### src/rtl/core/csoc_pkg.sv
// Shared types and constants for the compacted state offset calculator.
// No dependencies; used by csoc_residue, csoc_table, csoc_walk and the top level.
`default_nettype none

package csoc_pkg;

    // Field widths fixed by the item formats
    localparam int COMP_W    = 6;
    localparam int SIZE_W    = 16;
    localparam int MASK_W    = 64;
    localparam int ACT_W     = 7;
    localparam int MAX_W     = 16;
    localparam int OUT_OFF_W = 17;
    localparam int IN_DATA_W = 88;
    localparam int OUT_DATA_W = 24;
    localparam int CFG_W     = 16;

    // Running offset: base up to 8 KiB plus 62 components of up to 64 KiB each,
    // plus alignment padding, stays below 2**23
    localparam int OFF_W = 23;
    // Residue field wide enough for the largest supported alignment (4096)
    localparam int RES_W = 12;

    localparam logic [OUT_OFF_W-1:0] OFF_SAT = {OUT_OFF_W{1'b1}};

    // First component index visited by a walk
    localparam int FIRST_WALKED = 2;

    // Parameter defaults
    localparam int DEF_NUM_COMPONENTS    = 64;
    localparam int DEF_LEGACY_AREA_BYTES = 512;
    localparam int DEF_HEADER_BYTES      = 64;
    localparam int DEF_ALIGN_BYTES       = 64;

    // Register reset values
    localparam logic [ACT_W-1:0] RST_ACTIVE   = 7'd64;
    localparam logic [MAX_W-1:0] RST_MAX_AREA = 16'hFFFF;

    // Request kinds carried in tuser
    localparam logic OP_LOAD  = 1'b0;
    localparam logic OP_QUERY = 1'b1;

    typedef enum logic [0:0] {
        CFG_ACTIVE   = 1'b0,
        CFG_MAX_AREA = 1'b1
    } cfg_idx_t;

    typedef enum logic [2:0] {
        ST_IDLE  = 3'b001,
        ST_WALK  = 3'b010,
        ST_TOTAL = 3'b100
    } walk_state_t;

    // Table write from the load pipeline
    typedef struct packed {
        logic              valid;
        logic [COMP_W-1:0] addr;
        logic [SIZE_W-1:0] size;
        logic              align;
        logic [RES_W-1:0]  res;
    } tbl_wr_t;

    // One result record
    typedef struct packed {
        logic                 last;
        logic                 is_total;
        logic                 overflow;
        logic [OUT_OFF_W-1:0] offset;
        logic [COMP_W-1:0]    comp;
    } out_rec_t;

endpackage

`default_nettype wire

### src/rtl/core/csoc_residue.sv
// Load pipeline: computes a component size modulo the alignment and
// issues the table write. Depends on csoc_pkg.
`default_nettype none

module csoc_residue #(
    parameter int ALIGN_BYTES = csoc_pkg::DEF_ALIGN_BYTES
) (
    input  wire                          clk,
    input  wire                          rst_n,
    input  wire                          start,
    input  wire [csoc_pkg::COMP_W-1:0]   comp,
    input  wire [csoc_pkg::SIZE_W-1:0]   size,
    input  wire                          align,
    output logic                         busy,
    output csoc_pkg::tbl_wr_t            wr
);

    localparam int SW      = csoc_pkg::SIZE_W;
    localparam int ALIGN_W = $clog2(ALIGN_BYTES + 1);
    // floor(2**16 / A): quotient estimate is exact or one short
    localparam logic [SW:0]        RECIP   = (SW+1)'((2 ** SW) / ALIGN_BYTES);
    localparam logic [ALIGN_W-1:0] ALIGN_C = ALIGN_W'(ALIGN_BYTES);

    logic                           v1_reg, v2_reg, v3_reg;
    logic [csoc_pkg::COMP_W-1:0]    comp_reg;
    logic [SW-1:0]                  size_reg;
    logic                           align_reg;
    logic [SW:0]                    q_reg;
    logic [SW:0]                    qa_reg;

    logic [2*SW:0]                  prod;
    logic [SW+ALIGN_W:0]            qa_full;
    logic [SW:0]                    diff;
    logic [SW:0]                    res;

    assign prod    = (2*SW+1)'(size_reg) * (2*SW+1)'(RECIP);
    assign qa_full = (SW+ALIGN_W+1)'(q_reg) * (SW+ALIGN_W+1)'(ALIGN_C);
    assign diff    = {1'b0, size_reg} - qa_reg;
    // one correction step covers the short quotient estimate
    assign res     = (diff >= (SW+1)'(ALIGN_C)) ? diff - (SW+1)'(ALIGN_C) : diff;

    always_ff @(posedge clk or negedge rst_n)
    begin
        if (!rst_n)
        begin
            v1_reg <= 1'b0;
            v2_reg <= 1'b0;
            v3_reg <= 1'b0;
        end
        else
        begin
            v1_reg <= start;
            v2_reg <= v1_reg;
            v3_reg <= v2_reg;
        end
    end

    always_ff @(posedge clk)
    begin
        if (start)
        begin
            comp_reg  <= comp;
            size_reg  <= size;
            align_reg <= align;
        end
        q_reg  <= prod[2*SW:SW];
        qa_reg <= qa_full[SW:0];
    end

    assign busy     = v1_reg | v2_reg | v3_reg;
    assign wr.valid = v3_reg;
    assign wr.addr  = comp_reg;
    assign wr.size  = size_reg;
    assign wr.align = align_reg;
    assign wr.res   = csoc_pkg::RES_W'(res);

endmodule

`default_nettype wire

### src/rtl/core/csoc_table.sv
// Component table: size, alignment flag and size residue in one synchronous
// memory, plus per-entry valid bits for the flag reset. Depends on csoc_pkg.
`default_nettype none

module csoc_table #(
    parameter int NUM_COMPONENTS = csoc_pkg::DEF_NUM_COMPONENTS,
    parameter int ALIGN_BYTES    = csoc_pkg::DEF_ALIGN_BYTES
) (
    input  wire                             clk,
    input  wire                             rst_n,
    input  wire csoc_pkg::tbl_wr_t          wr,
    input  wire [$clog2(NUM_COMPONENTS)-1:0] rd_addr,
    output logic [csoc_pkg::SIZE_W-1:0]     rd_size,
    output logic                            rd_align,
    output logic [((ALIGN_BYTES > 1) ? $clog2(ALIGN_BYTES) : 1)-1:0] rd_res
);

    localparam int IDX_W = $clog2(NUM_COMPONENTS);
    localparam int REM_W = (ALIGN_BYTES > 1) ? $clog2(ALIGN_BYTES) : 1;
    localparam int ENT_W = csoc_pkg::SIZE_W + 1 + REM_W;
    localparam logic [csoc_pkg::COMP_W:0] NUM_C = (csoc_pkg::COMP_W+1)'(NUM_COMPONENTS);

    logic [ENT_W-1:0]          mem [NUM_COMPONENTS];
    logic [NUM_COMPONENTS-1:0] valid_reg;
    logic [ENT_W-1:0]          rd_q_reg;
    logic                      rd_v_reg;
    logic                      wr_en;
    logic [IDX_W-1:0]          wr_idx;

    // entries beyond the walked range are never read: drop those writes
    assign wr_en  = wr.valid && ({1'b0, wr.addr} < NUM_C);
    assign wr_idx = IDX_W'(wr.addr);

    always_ff @(posedge clk)
    begin
        if (wr_en)
        begin
            mem[wr_idx] <= {wr.size, wr.align, wr.res[REM_W-1:0]};
        end
        rd_q_reg <= mem[rd_addr];
    end

    always_ff @(posedge clk or negedge rst_n)
    begin
        if (!rst_n)
        begin
            valid_reg <= '0;
            rd_v_reg  <= 1'b0;
        end
        else
        begin
            if (wr_en)
            begin
                valid_reg[wr_idx] <= 1'b1;
            end
            rd_v_reg <= valid_reg[rd_addr];
        end
    end

    assign rd_size  = rd_q_reg[ENT_W-1 -: csoc_pkg::SIZE_W];
    assign rd_align = rd_v_reg & rd_q_reg[REM_W];
    assign rd_res   = rd_q_reg[REM_W-1:0];

endmodule

`default_nettype wire

### src/rtl/core/csoc_walk.sv
// Query sequencer: one table index per cycle unless stalled; keeps the running
// offset and its residue, and drives the result register. Depends on csoc_pkg.
`default_nettype none

module csoc_walk #(
    parameter int NUM_COMPONENTS    = csoc_pkg::DEF_NUM_COMPONENTS,
    parameter int LEGACY_AREA_BYTES = csoc_pkg::DEF_LEGACY_AREA_BYTES,
    parameter int HEADER_BYTES      = csoc_pkg::DEF_HEADER_BYTES,
    parameter int ALIGN_BYTES       = csoc_pkg::DEF_ALIGN_BYTES
) (
    input  wire                              clk,
    input  wire                              rst_n,
    input  wire                              start,
    input  wire [NUM_COMPONENTS-1:0]         mask,
    input  wire [csoc_pkg::ACT_W-1:0]        limit,
    input  wire [csoc_pkg::MAX_W-1:0]        max_area,
    output logic                             idle,
    output logic [$clog2(NUM_COMPONENTS)-1:0] rd_addr,
    input  wire [csoc_pkg::SIZE_W-1:0]       rd_size,
    input  wire                              rd_align,
    input  wire [((ALIGN_BYTES > 1) ? $clog2(ALIGN_BYTES) : 1)-1:0] rd_res,
    output logic                             out_valid,
    input  wire                              out_ready,
    output csoc_pkg::out_rec_t               out_rec
);

    localparam int IDX_W = $clog2(NUM_COMPONENTS);
    localparam int REM_W = (ALIGN_BYTES > 1) ? $clog2(ALIGN_BYTES) : 1;
    localparam int OW    = csoc_pkg::OFF_W;
    localparam int AW    = csoc_pkg::ACT_W;
    localparam int BASE  = LEGACY_AREA_BYTES + HEADER_BYTES;
    localparam logic [OW-1:0]    BASE_OFF  = OW'(BASE);
    localparam logic [REM_W-1:0] BASE_REM  = REM_W'(BASE % ALIGN_BYTES);
    localparam logic [REM_W:0]   ALIGN_C   = (REM_W+1)'(ALIGN_BYTES);
    localparam logic [IDX_W-1:0] FIRST_IDX = IDX_W'(csoc_pkg::FIRST_WALKED);
    localparam logic [AW-1:0]    FIRST_C   = AW'(csoc_pkg::FIRST_WALKED);

    csoc_pkg::walk_state_t state_reg, state_next;

    logic [NUM_COMPONENTS-1:0] mask_reg;
    logic [AW-1:0]             lim_m1_reg;
    logic [IDX_W-1:0]          idx_reg, idx_next;
    logic [OW-1:0]             off_reg, off_next;
    logic [REM_W-1:0]          rem_reg, rem_next;
    logic [csoc_pkg::MAX_W-1:0] max_reg;
    logic                      out_valid_reg, out_valid_next;
    csoc_pkg::out_rec_t        out_rec_reg, out_rec_next;

    logic                      load_ok;
    logic                      present;
    logic                      idx_last;
    logic                      pad;
    logic [REM_W:0]            pad_amt;
    logic [OW-1:0]             off_al;
    logic [REM_W-1:0]          rem_al;
    logic [REM_W:0]            rem_sum;
    logic [OW-1:0]             off_sum;
    logic                      emit;
    logic                      stall;

    function automatic logic [csoc_pkg::OUT_OFF_W-1:0] sat(input logic [OW-1:0] v);
        return (v > OW'(csoc_pkg::OFF_SAT)) ? csoc_pkg::OFF_SAT
                                            : v[csoc_pkg::OUT_OFF_W-1:0];
    endfunction

    assign load_ok  = !out_valid_reg || out_ready;
    assign present  = mask_reg[idx_reg];
    assign idx_last = (AW'(idx_reg) == lim_m1_reg);

    // round up: residue tracks off mod A, so padding is A minus residue
    assign pad     = rd_align && (rem_reg != '0);
    assign pad_amt = ALIGN_C - {1'b0, rem_reg};
    assign off_al  = pad ? off_reg + OW'(pad_amt) : off_reg;
    assign rem_al  = pad ? '0 : rem_reg;
    assign rem_sum = {1'b0, rem_al} + {1'b0, rd_res};
    assign off_sum = off_al + OW'(rd_size);

    assign emit  = ((state_reg == csoc_pkg::ST_WALK) && present)
                 || (state_reg == csoc_pkg::ST_TOTAL);
    assign stall = emit && !load_ok;

    always_comb
    begin
        state_next     = state_reg;
        idx_next       = idx_reg;
        off_next       = off_reg;
        rem_next       = rem_reg;
        out_valid_next = out_valid_reg && !out_ready;
        out_rec_next   = out_rec_reg;
        rd_addr        = idx_reg;

        case (state_reg)
            csoc_pkg::ST_IDLE:
            begin
                rd_addr = FIRST_IDX;
                if (start)
                begin
                    idx_next = FIRST_IDX;
                    off_next = BASE_OFF;
                    rem_next = BASE_REM;
                    state_next = (limit > FIRST_C) ? csoc_pkg::ST_WALK
                                                   : csoc_pkg::ST_TOTAL;
                end
            end
            csoc_pkg::ST_WALK:
            begin
                if (!stall)
                begin
                    if (present)
                    begin
                        out_valid_next        = 1'b1;
                        out_rec_next.comp     = csoc_pkg::COMP_W'(idx_reg);
                        out_rec_next.offset   = sat(off_al);
                        out_rec_next.overflow = 1'b0;
                        out_rec_next.is_total = 1'b0;
                        out_rec_next.last     = 1'b0;
                        off_next = off_sum;
                        rem_next = (rem_sum >= ALIGN_C) ? REM_W'(rem_sum - ALIGN_C)
                                                        : REM_W'(rem_sum);
                    end
                    if (idx_last)
                    begin
                        state_next = csoc_pkg::ST_TOTAL;
                    end
                    else
                    begin
                        idx_next = idx_reg + 1'b1;
                        rd_addr  = idx_reg + 1'b1;
                    end
                end
            end
            csoc_pkg::ST_TOTAL:
            begin
                if (load_ok)
                begin
                    out_valid_next        = 1'b1;
                    out_rec_next.comp     = '0;
                    out_rec_next.offset   = sat(off_reg);
                    out_rec_next.overflow = off_reg > OW'(max_reg);
                    out_rec_next.is_total = 1'b1;
                    out_rec_next.last     = 1'b1;
                    state_next = csoc_pkg::ST_IDLE;
                end
            end
            default:
            begin
                state_next = csoc_pkg::ST_IDLE;
            end
        endcase
    end

    always_ff @(posedge clk or negedge rst_n)
    begin
        if (!rst_n)
        begin
            state_reg     <= csoc_pkg::ST_IDLE;
            out_valid_reg <= 1'b0;
        end
        else
        begin
            state_reg     <= state_next;
            out_valid_reg <= out_valid_next;
        end
    end

    always_ff @(posedge clk)
    begin
        if (start && (state_reg == csoc_pkg::ST_IDLE))
        begin
            mask_reg   <= mask;
            lim_m1_reg <= limit - 1'b1;
            max_reg    <= max_area;
        end
        idx_reg     <= idx_next;
        off_reg     <= off_next;
        rem_reg     <= rem_next;
        out_rec_reg <= out_rec_next;
    end

    assign idle      = (state_reg == csoc_pkg::ST_IDLE);
    assign out_valid = out_valid_reg;
    assign out_rec   = out_rec_reg;

endmodule

`default_nettype wire

### src/rtl/core/compacted_state_offset_calc.sv
// Top level of the compacted state offset calculator: stream ports,
// configuration registers and the table, load and walk units. Depends on
// csoc_pkg, csoc_residue, csoc_table and csoc_walk.
//
// A load request (tuser = 0) writes one component entry: size and 64-byte
// alignment flag. It passes through the two-multiply pipeline that reduces
// the size modulo ALIGN_BYTES before the entry is written. A query request
// (tuser = 1) walks components 2 .. N-1, where N is active_components
// saturated to NUM_COMPONENTS, reading one table entry per cycle from the
// component memory; the walk stalls while the result register stays full
// and a present component or the total waits to be reported. Each present
// component gives one result with its aligned offset; a final result
// (tuser = 1, tlast = 1) gives the end offset and the overflow flag against
// max_area_size. Offsets above 131071 read as 131071. One request is in
// work at a time; s_axis_tready is low during it, while the last result of
// a query may still wait in the output register. Write configuration only
// while the block is idle.
`default_nettype none

module compacted_state_offset_calc #(
    parameter int NUM_COMPONENTS    = csoc_pkg::DEF_NUM_COMPONENTS,
    parameter int LEGACY_AREA_BYTES = csoc_pkg::DEF_LEGACY_AREA_BYTES,
    parameter int HEADER_BYTES      = csoc_pkg::DEF_HEADER_BYTES,
    parameter int ALIGN_BYTES       = csoc_pkg::DEF_ALIGN_BYTES
) (
    input  wire                                 clk,
    input  wire                                 rst_n,
    // request stream
    input  wire                                 s_axis_tvalid,
    output logic                                s_axis_tready,
    // tdata: component[5:0], comp_size[21:6], align64[22], present_mask[86:23], pad
    input  wire [csoc_pkg::IN_DATA_W-1:0]       s_axis_tdata,
    // tuser: opcode (0 load, 1 query)
    input  wire                                 s_axis_tuser,
    // result stream
    output logic                                m_axis_tvalid,
    input  wire                                 m_axis_tready,
    // tdata: out_component[5:0], offset[22:6], overflow[23]
    output logic [csoc_pkg::OUT_DATA_W-1:0]     m_axis_tdata,
    // tuser: is_total
    output logic                                m_axis_tuser,
    output logic                                m_axis_tlast,
    // configuration writes
    input  wire                                 cfg_we,
    input  wire [0:0]                           cfg_index,
    input  wire [csoc_pkg::CFG_W-1:0]           cfg_wdata
);

    localparam int IDX_W = $clog2(NUM_COMPONENTS);
    localparam int REM_W = (ALIGN_BYTES > 1) ? $clog2(ALIGN_BYTES) : 1;
    localparam int AW    = csoc_pkg::ACT_W;
    localparam logic [AW-1:0] NUM_C = AW'(NUM_COMPONENTS);

    // Configuration registers
    logic [AW-1:0]                active_reg;
    logic [csoc_pkg::MAX_W-1:0]   max_area_reg;

    // Request field breakout
    logic [csoc_pkg::COMP_W-1:0]  in_component;
    logic [csoc_pkg::SIZE_W-1:0]  in_comp_size;
    logic                         in_align64;
    logic [csoc_pkg::MASK_W-1:0]  in_present_mask;

    logic                         accept;
    logic                         load_start;
    logic                         query_start;
    logic                         ld_busy;
    logic                         walk_idle;
    logic [AW-1:0]                limit;

    csoc_pkg::tbl_wr_t            tbl_wr;
    logic [IDX_W-1:0]             rd_addr;
    logic [csoc_pkg::SIZE_W-1:0]  rd_size;
    logic                         rd_align;
    logic [REM_W-1:0]             rd_res;
    csoc_pkg::out_rec_t           out_rec;

    assign in_component    = s_axis_tdata[5:0];
    assign in_comp_size    = s_axis_tdata[21:6];
    assign in_align64      = s_axis_tdata[22];
    assign in_present_mask = s_axis_tdata[86:23];

    // One request at a time: a walk never reads the table while a load is
    // still writing it.
    assign s_axis_tready = walk_idle && !ld_busy;
    assign accept        = s_axis_tvalid && s_axis_tready;
    assign load_start    = accept && (s_axis_tuser == csoc_pkg::OP_LOAD);
    assign query_start   = accept && (s_axis_tuser == csoc_pkg::OP_QUERY);

    // Saturate the component count to the table depth
    assign limit = (active_reg > NUM_C) ? NUM_C : active_reg;

    always_ff @(posedge clk or negedge rst_n)
    begin
        if (!rst_n)
        begin
            active_reg   <= csoc_pkg::RST_ACTIVE;
            max_area_reg <= csoc_pkg::RST_MAX_AREA;
        end
        else if (cfg_we)
        begin
            case (csoc_pkg::cfg_idx_t'(cfg_index))
                csoc_pkg::CFG_ACTIVE:   active_reg   <= cfg_wdata[AW-1:0];
                csoc_pkg::CFG_MAX_AREA: max_area_reg <= cfg_wdata[csoc_pkg::MAX_W-1:0];
                default:                active_reg   <= active_reg;
            endcase
        end
    end

    csoc_residue #(
        .ALIGN_BYTES (ALIGN_BYTES)
    ) u_residue (
        .clk   (clk),
        .rst_n (rst_n),
        .start (load_start),
        .comp  (in_component),
        .size  (in_comp_size),
        .align (in_align64),
        .busy  (ld_busy),
        .wr    (tbl_wr)
    );

    csoc_table #(
        .NUM_COMPONENTS (NUM_COMPONENTS),
        .ALIGN_BYTES    (ALIGN_BYTES)
    ) u_table (
        .clk      (clk),
        .rst_n    (rst_n),
        .wr       (tbl_wr),
        .rd_addr  (rd_addr),
        .rd_size  (rd_size),
        .rd_align (rd_align),
        .rd_res   (rd_res)
    );

    csoc_walk #(
        .NUM_COMPONENTS    (NUM_COMPONENTS),
        .LEGACY_AREA_BYTES (LEGACY_AREA_BYTES),
        .HEADER_BYTES      (HEADER_BYTES),
        .ALIGN_BYTES       (ALIGN_BYTES)
    ) u_walk (
        .clk       (clk),
        .rst_n     (rst_n),
        .start     (query_start),
        .mask      (in_present_mask[NUM_COMPONENTS-1:0]),
        .limit     (limit),
        .max_area  (max_area_reg),
        .idle      (walk_idle),
        .rd_addr   (rd_addr),
        .rd_size   (rd_size),
        .rd_align  (rd_align),
        .rd_res    (rd_res),
        .out_valid (m_axis_tvalid),
        .out_ready (m_axis_tready),
        .out_rec   (out_rec)
    );

    assign m_axis_tdata = {out_rec.overflow, out_rec.offset, out_rec.comp};
    assign m_axis_tuser = out_rec.is_total;
    assign m_axis_tlast = out_rec.last;

endmodule

`default_nettype wire

### config.mk
export PLATFORM = sky130hd
export DESIGN_NAME = compacted_state_offset_calc
export DESIGN_NICKNAME = d
export VERILOG_FILES = /design/src/rtl/core/csoc_pkg.sv /design/src/rtl/core/csoc_residue.sv /design/src/rtl/core/csoc_table.sv /design/src/rtl/core/csoc_walk.sv /design/src/rtl/core/compacted_state_offset_calc.sv
export SDC_FILE = /design/constraint.sdc
export NUM_CORES = 2
export LEC_CHECK = 0
export ABC_AREA = 1
export CAP_MARGIN = 20
export CORE_ASPECT_RATIO = 1.25
export CORE_MARGIN = 3
export CORE_UTILIZATION = 55
export DETAILED_ROUTE_END_ITERATION = 10
export DONT_BUFFER_PORTS = 1
export PLACE_DENSITY = 0.7
export RECOVER_POWER = 100
export SLEW_MARGIN = 0
export SYNTH_ARGS = -nofsm -noshare
export SYNTH_HDL_FRONTEND = slang
export SYNTH_SLANG_ARGS = --single-unit
### constraint.sdc
create_clock -name clk -period 11.6 [get_ports clk]
set_input_delay 1.16 -clock clk [delete_from_list [all_inputs] [get_ports clk]]
set_output_delay 1.16 -clock clk [all_outputs]
set_load 0.02 [all_outputs]
After elaboration in Yosys (flattened, before gate mapping)
Memory sizes are Yosys's and may differ from the RTL's. A register that Yosys moved wholly into a read port is not among the register bits.
Index checks and enable logic that the tools add are counted.
- RAM bits: 1472
- bits of input ports: 111
- memory bits (read-only): 0
- output and inout bits: 28
- latch bits: 0
- register bits after elaboration: 286
- memories kept: 1
- bitwise operators: 6
- muxes and demuxes: 42
- $mul: 0
- $add $sub $neg: 9
- reductions and logical operators: 25
- shift operators: 0
- order comparisons: 11
- equal/unequal tests: 9
- divide/modulo/power cells: 0
- memories (name ; words ; width ; read ports ; clocked after memory_dff ; wr ports ; line ; source):
    u_table.mem ; 64 ; 23 ; 1 ; 1 ; 1 ; csoc_table.sv:23 ; logic [ENT_W-1:0] mem [NUM_COMPONENTS];
- operator list (operator ; count):
    $mux 23 ; 4
    $mux 26 ; 3
    $or 64x64->64 ; 1
    $mux 6 ; 9
    $pmux 26 s2 ; 1
    $gt 23x17->1 const B ; 2
    $pmux 23 s2 ; 1
    $pmux 6 s2 ; 3
    $mux 17 ; 2
    $add 23x16->23 ; 1
    $add 23x7->23 ; 1
    $gt 23x16->1 ; 1
    $lt 6x7->1 const B ; 3
    $ge 17x7->1 const B ; 1
    $sub 16x16->17 ; 1
    $mux 3 ; 5
    $bmux 1 s6 ; 2
    $reduce_and 4->1 ; 3
    $sub 6x1->6 const B ; 2
    $logic_and 1x1->1 ; 10
    $pmux 3 s3 ; 1
    $mux 1 ; 8
    $ne 2x1->1 const B ; 4
    $add 6x6->7 ; 1
    23 further kinds ; 32

Longest topological paths before layout
- word-level depth: 9
- gate-level depth with buffers: 31
- depth with buffers taken out: 30

Modules after synthesis
From an unflattened synthesis, not the netlist that was laid out.
- cell total of the unflattened synthesis: 6696
- area, all modules: 75152.1 um^2
- modules (own cells, without submodules) (module ; sequential area each (um^2) ; cells an instance ; instances ; area each (um^2)):
    csoc_table ; 46289.4 ; 5323 ; 1 ; 62874.1
    csoc_walk ; 4515.6 ; 1035 ; 1 ; 9128.8
    csoc_residue ; 1166.1 ; 221 ; 1 ; 2095.8
    compacted_state_offset_calc ; 596.8 ; 117 ; 1 ; 1053.5

Worst setup path before layout
OpenSTA, ideal clock, no wires.
- kind: reg2reg
- start point: register u_walk.state_reg[0]
- end point: register u_walk.off_reg[0], enable pin
- library setup time: 415 ps
- stages on the path, launching flop included: 9
- path slack: 3941 ps
- path buffers: 0
- arrival time: 7244 ps
- clock period less this slack: 7659 ps
- required time: 11185 ps
- cells stage by stage: dfstp_2 > nand3_1 > nor4_1 > nand2_1 > nor2_1 > nor2_1 > nor2_1 > nand2_1 > nor2_1
- cells in the longest elaborated chain, start to end: 6
- elaborated cells between the ends (all ways): 14
- ends and longest elaborated chain (item ; line ; source):
    start, declared ; csoc_walk.sv:38 ; csoc_pkg::walk_state_t state_reg, state_next;
    start signal, assigned ; csoc_walk.sv:156 ; state_reg <= csoc_pkg::ST_IDLE;
    start signal, assigned ; csoc_walk.sv:161 ; state_reg <= state_next;
    $eq 3x1->1 ; csoc_walk.sv:180 ; assign idle = (state_reg == csoc_pkg::ST_IDLE);
    $logic_and 1x1->1 ; compacted_state_offset_calc.sv:85 ; assign s_axis_tready = walk_idle && !ld_busy;
    named net s_axis_tready ; compacted_state_offset_calc.sv:30 ; output logic s_axis_tready,
    $logic_and 1x1->1 ; compacted_state_offset_calc.sv:86 ; assign accept = s_axis_tvalid && s_axis_tready;
    $logic_and 1x1->1 ; compacted_state_offset_calc.sv:88 ; assign query_start = accept && (s_axis_tuser == csoc_pkg::OP_QUERY);
    $ne 2x1->1 (no source line) ; - ;
    $reduce_and 4->1 (no source line) ; - ;
    end signal, assigned ; csoc_walk.sv:175 ; off_reg <= off_next;
    end, declared ; csoc_walk.sv:43 ; logic [OW-1:0] off_reg, off_next;
The timed path passes the listed nets, and every way through them passes these cells.
A chain may end at the register's enable or synchronous reset.

Final worst setup path
- start point: register u_walk.idx_reg[0]
- end point: register u_table.rd_q_reg[13] (read register of u_table.mem)
- cells in the longest elaborated chain, start to end: 7
- elaborated cells between the ends (all ways): 10
- ends and longest elaborated chain (item ; line ; source):
    start, declared ; csoc_walk.sv:42 ; logic [IDX_W-1:0] idx_reg, idx_next;
    start signal, assigned ; csoc_walk.sv:174 ; idx_reg <= idx_next;
    $bmux 1 s6 ; csoc_walk.sv:67 ; assign present = mask_reg[idx_reg];
    $mux 1 (implied by the code) ; csoc_walk.sv:67 ;
    $logic_and 1x1->1 ; csoc_walk.sv:78 ; assign emit = ((state_reg == csoc_pkg::ST_WALK) && present)
    $logic_or 1x1->1 ; csoc_walk.sv:79 ; || (state_reg == csoc_pkg::ST_TOTAL);
    $logic_and 1x1->1 ; csoc_walk.sv:80 ; assign stall = emit && !load_ok;
    $mux 6 ; - ;
    $pmux 6 s2 * ; csoc_walk.sv:92 ; case (state_reg)
    end, declared ; csoc_table.sv:25 ; logic [ENT_W-1:0] rd_q_reg;
Mark *: on every way between the ends. The rest lies on a longest branch, timed or not. The select of a mux whose other input is x is not followed.

==> summary.md <==
| Metric | Value |
|---|---|
| Status | complete, but fails checks |
| Failing checks | max-capacitance violations, max-slew violations |
| Cell mode on critical path | nand3_1 |
| Setup_tns | 0 ns |
| Drt first pass iters | 5 |
| Final ANT Viol Nets | 0 |
| Worst path depth | 23 |
| Comb pwr share | about two fifths |
| Die width | just over 300 um |
| Worst VDD drop | 0.000246 V |
| Worst-margin pin slew | 3.70 ns |
| Placer Congestion | about 0.90 |
| WP buf/inv | 4 |
| Number of gates resized after cts | 0 |
| Syn_nets | 5875 |
| CP max FO | 73 |
| Gr ovfl total | 0 |
| Critical path endpoint category | register |
| Clock power share | 24.5% |
| Hold Vio Cnt, Final | 0 |
| Worst path cell trace | clkbuf_1, clkinvlp_2, nand2_1, nand3_1, a21oi_1, nor2_1, nand2_1, nand3_1, nand3_1, nand3_1, nand2_1, nand3_4, nand2_8, buf_4, buf_4, nand2_1, nand2_1, nand2_1, nand3_1, nand3_1, nand3_1, nand3_1, nand2_1 |
| Area taken by multi-input logic gates | ~16000 um^2 |
| Global-route wire length before repair | ~240 mm |
| Fin nets | 5806 |
| Pwr per Cell Area | between 200 and 300 nW/um^2 |
| Cell family with most CP delay | buffers and inverters |
| Clock tree from TritonCTS | done |
| Area of the mapped netlist | 61500 um^2 |
| Core Rows | 136 |
| Int Power | 10.2 mW |
| Core area | 110000 um^2 |
| Die area | 116000 um^2 |
| CP peak stage delay | 1.38 ns |
| WL/cell | 22.3 um |
| Antenna violations before repair | 7 |
| Filler cell count | 8595 |
| Drt via density | 5.85 |
| Yosys Warn Count | 0 |
| Switching portion of total power | a little over two fifths |
| Worst-skew pair later-pin latency | 0.77 ns |
| Fin crit share | 72.0% |
| Setup Crit Path Kind | register to register |
| FF-to-FF path depth | 23 |
| Critical Path Start | u_walk.idx_reg[0] |
| Final WL | 161 mm |
| R2R Setup Slk | 3.25 ns |
| Root buf cell | clkbuf_16 |
| Starting Density | 55.7% |
| CTS buffer count | roughly 140 |
| Max reg flops | 1088 |
| DIE HEIGHT | about 380 um |
| Max Fclk | 120 MHz |
| Slew Limit Headroom | -147% |
| Synth unique cells | 48 |
| Drc violations | 0 |
| Main synth FF type | edfxtp_1 |
| EDFF count, synth | around 1300 |
| Clock slew at reported path FFs | 0.06 ns |
| Syn_area_per_cell | 10.8 um^2 |
| Largest net degree at the start of global routing | 168 |
| Worst Setup Start Kind | register |
| # setup viols final | 0 |
| Hold Path Class | input port to asynchronous set/reset pin |
| Switching power | roughly 7.5 mW |
| Leak | 26.0 nW |
| H-tree Lvls | 4 |
| IO Count | 139 |
| Setup crit end | u_table.rd_q_reg[13] |
| R2r endpoint | u_table.rd_q_reg[13] |
| Max Root-Sink Buffers | 3 |
| Worst reg2reg startpoint | u_walk.idx_reg[0] |
| Share of post-route cells with drive strength above 1 | 4.80% |
| Final Core Density | 60.4% |
| RSZ-0062 raised after global routing | false |
| Synthesis-stage register bit count | 1370 |
| Worst EP required | 12.27 ns |
| Total GRT Usage | 27.4% |
| Sequential Power Share | 34.1% |
| Post-route minimum period | between 8 and 9 ns |
| Area Growth Syn to Fin | 8.57% |
| Initial drt markers | approximately 4700 |
| Number of global-route vias before repair | 41100 |
| Fin Clk Skew | around 0.020 ns |
| Critical Path AT | 9.02 ns |
| Async SR Flop Fraction | 6.93% |
| Clock sinks | between 1000 and 1500 |
| DR vias | 42100 |
| Hold-fix buffers, CTS | 0 |
| DP HPWL | 89.9 mm |
| Setup Fix Bufs, Post-CTS | 0 |
| Final slew viol count | about 1100 |
| Slowest-stage cell, CP | clkinvlp_2 |
| Synthesized netlist cell count | 5711 |
| Max_cap viols | 20 |
| Sequential Area | 40500 um^2 |
| Seq/Total Area, Yosys | 65.9% |
| # port buffers | 0 |
[through the flow]
step	power, mW	cell area, um^2	hold slack, ns	setup WS (ns)	std cells
after CTS	17.7	67100	0.0440	5.21	7198
final	17.7	66700	0.0939	3.25	7200
after floorplan	11.0	61500	0.354	3.94	5711
after detailed placement	13.4	62700	0.366	5.28	6949
after global placement	13.2	62700	0.363	5.31	6949
after global routing	18.6	66700	0.0530	2.48	7200
[power groups by stage]
stage                     clock (mW)  sequential [mW]  combinational, mW
final                           4.32             6.02               7.33
after global routing            4.57             6.04               7.96
after CTS                       4.37             5.99               7.32
after detailed placement           0             6.10               7.27
after global placement             0             6.09               7.11
after floorplan                    0             6.07               4.90
[cells by family (layout without fill, tap and decap cells)]
| kind of cell | count (synthesis) | in the layout | synth area share, % |
|---|---|---|---|
| adder cells (fa/ha/maj) | 53 | 53 | 1.12 |
| flip-flops | 1370 | 1370 | 65.9 |
| multiplexers | 9 | 9 | 0.165 |
| other | 0 | 1 | 0 |
| XOR/XNOR | 33 | 33 | 0.470 |
| AND/OR/NAND/NOR | 2815 | 2815 | 22.4 |
| AO/OA/AOI/OAI | 213 | 213 | 1.86 |
| buffers and inverters | 1218 | 1257 | 8.07 |
[placed cells by master, fill, tap and decap left out, drive strengths merged, types with 18 or more instances in the layout]
cell	n
clkbuf	268
inv	888
buf	35
ha	50
nand4	19
clkinv	54
nor3	18
nand3	1286
dfrtp	77
xor2	22
dfstp	18
nand3b	375
nand2	944
nor2	159
edfxtp	1258
a21oi	49
o21ai	138
[area by class of cell]
cell class                      count  area share, %
Antenna cell                        1        0.00375
Clock buffer                      178           5.63
Clock inverter                     71          0.939
Inverter                          883           4.98
Multi-Input combinational cell   3123           24.0
Sequential cell                  1370           60.7
Tap cell                         1449           2.72
Timing Repair Buffer              125          0.994
[cell usage after synthesis (3+ instances only)]
| library cell | instances | area share (%) |
|---|---|---|
| nand3b_1 | 375 | 4.6 |
| a21oi_1 | 49 | 0.40 |
| o21a_1 | 5 | 0.061 |
| o21ai_0 | 122 | 0.99 |
| inv_4 | 3 | 0.031 |
| inv_2 | 11 | 0.067 |
| a31oi_1 | 3 | 0.031 |
| o21ai_1 | 13 | 0.11 |
| nand2_1 | 940 | 5.7 |
| nand4_1 | 19 | 0.19 |
| o31ai_1 | 6 | 0.073 |
| clkbuf_1 | 105 | 0.64 |
| nand3_1 | 1281 | 10 |
| edfxtp_1 | 1258 | 61 |
| or2_2 | 3 | 0.031 |
| xnor2_1 | 11 | 0.16 |
| dfxtp_1 | 17 | 0.55 |
| nor3_1 | 16 | 0.13 |
| ha_1 | 50 | 1.0 |
| buf_6 | 13 | 0.24 |
| nor4_1 | 6 | 0.061 |
| mux2_2 | 9 | 0.16 |
| buf_1 | 15 | 0.092 |
| o21ai_2 | 3 | 0.043 |
| buf_2 | 189 | 1.5 |
| inv_1 | 869 | 5.3 |
| buf_4 | 13 | 0.16 |
| nor3b_1 | 3 | 0.037 |
| dfstp_2 | 18 | 0.77 |
| xor2_1 | 22 | 0.31 |
| fa_1 | 3 | 0.098 |
| nor2_1 | 159 | 0.97 |
| o211ai_1 | 3 | 0.037 |
| nand3_2 | 3 | 0.049 |
| dfrtp_1 | 77 | 3.1 |
[layer usage]
metal	global-route usage (%)	share of wire (%)	vias to the layer above
met1	33.3	37	20400
met5	0	0.0081	-
met4	17.9	6.8	2
li1	-	-	19300
met3	4.03	7.5	448
met2	45.8	49	1995
[how the worst min path moves through the flow]
stage | cells after the start | endpoint | slack (ns) | startpoint
floorplan | 0 | u_residue.v3_reg | 0.35 | u_residue.v2_reg
global placement | 0 | u_residue.v2_reg | 0.36 | u_residue.v1_reg
detailed placement | 0 | u_residue.v2_reg | 0.37 | u_residue.v1_reg
CTS | 0 | u_residue.v1_reg | 0.04 | rst_n
global route | 0 | u_walk.out_valid | 0.05 | rst_n
finish | 0 | u_walk.out_valid | 0.09 | rst_n
Note: power is estimated with default switching activity, not from simulation.
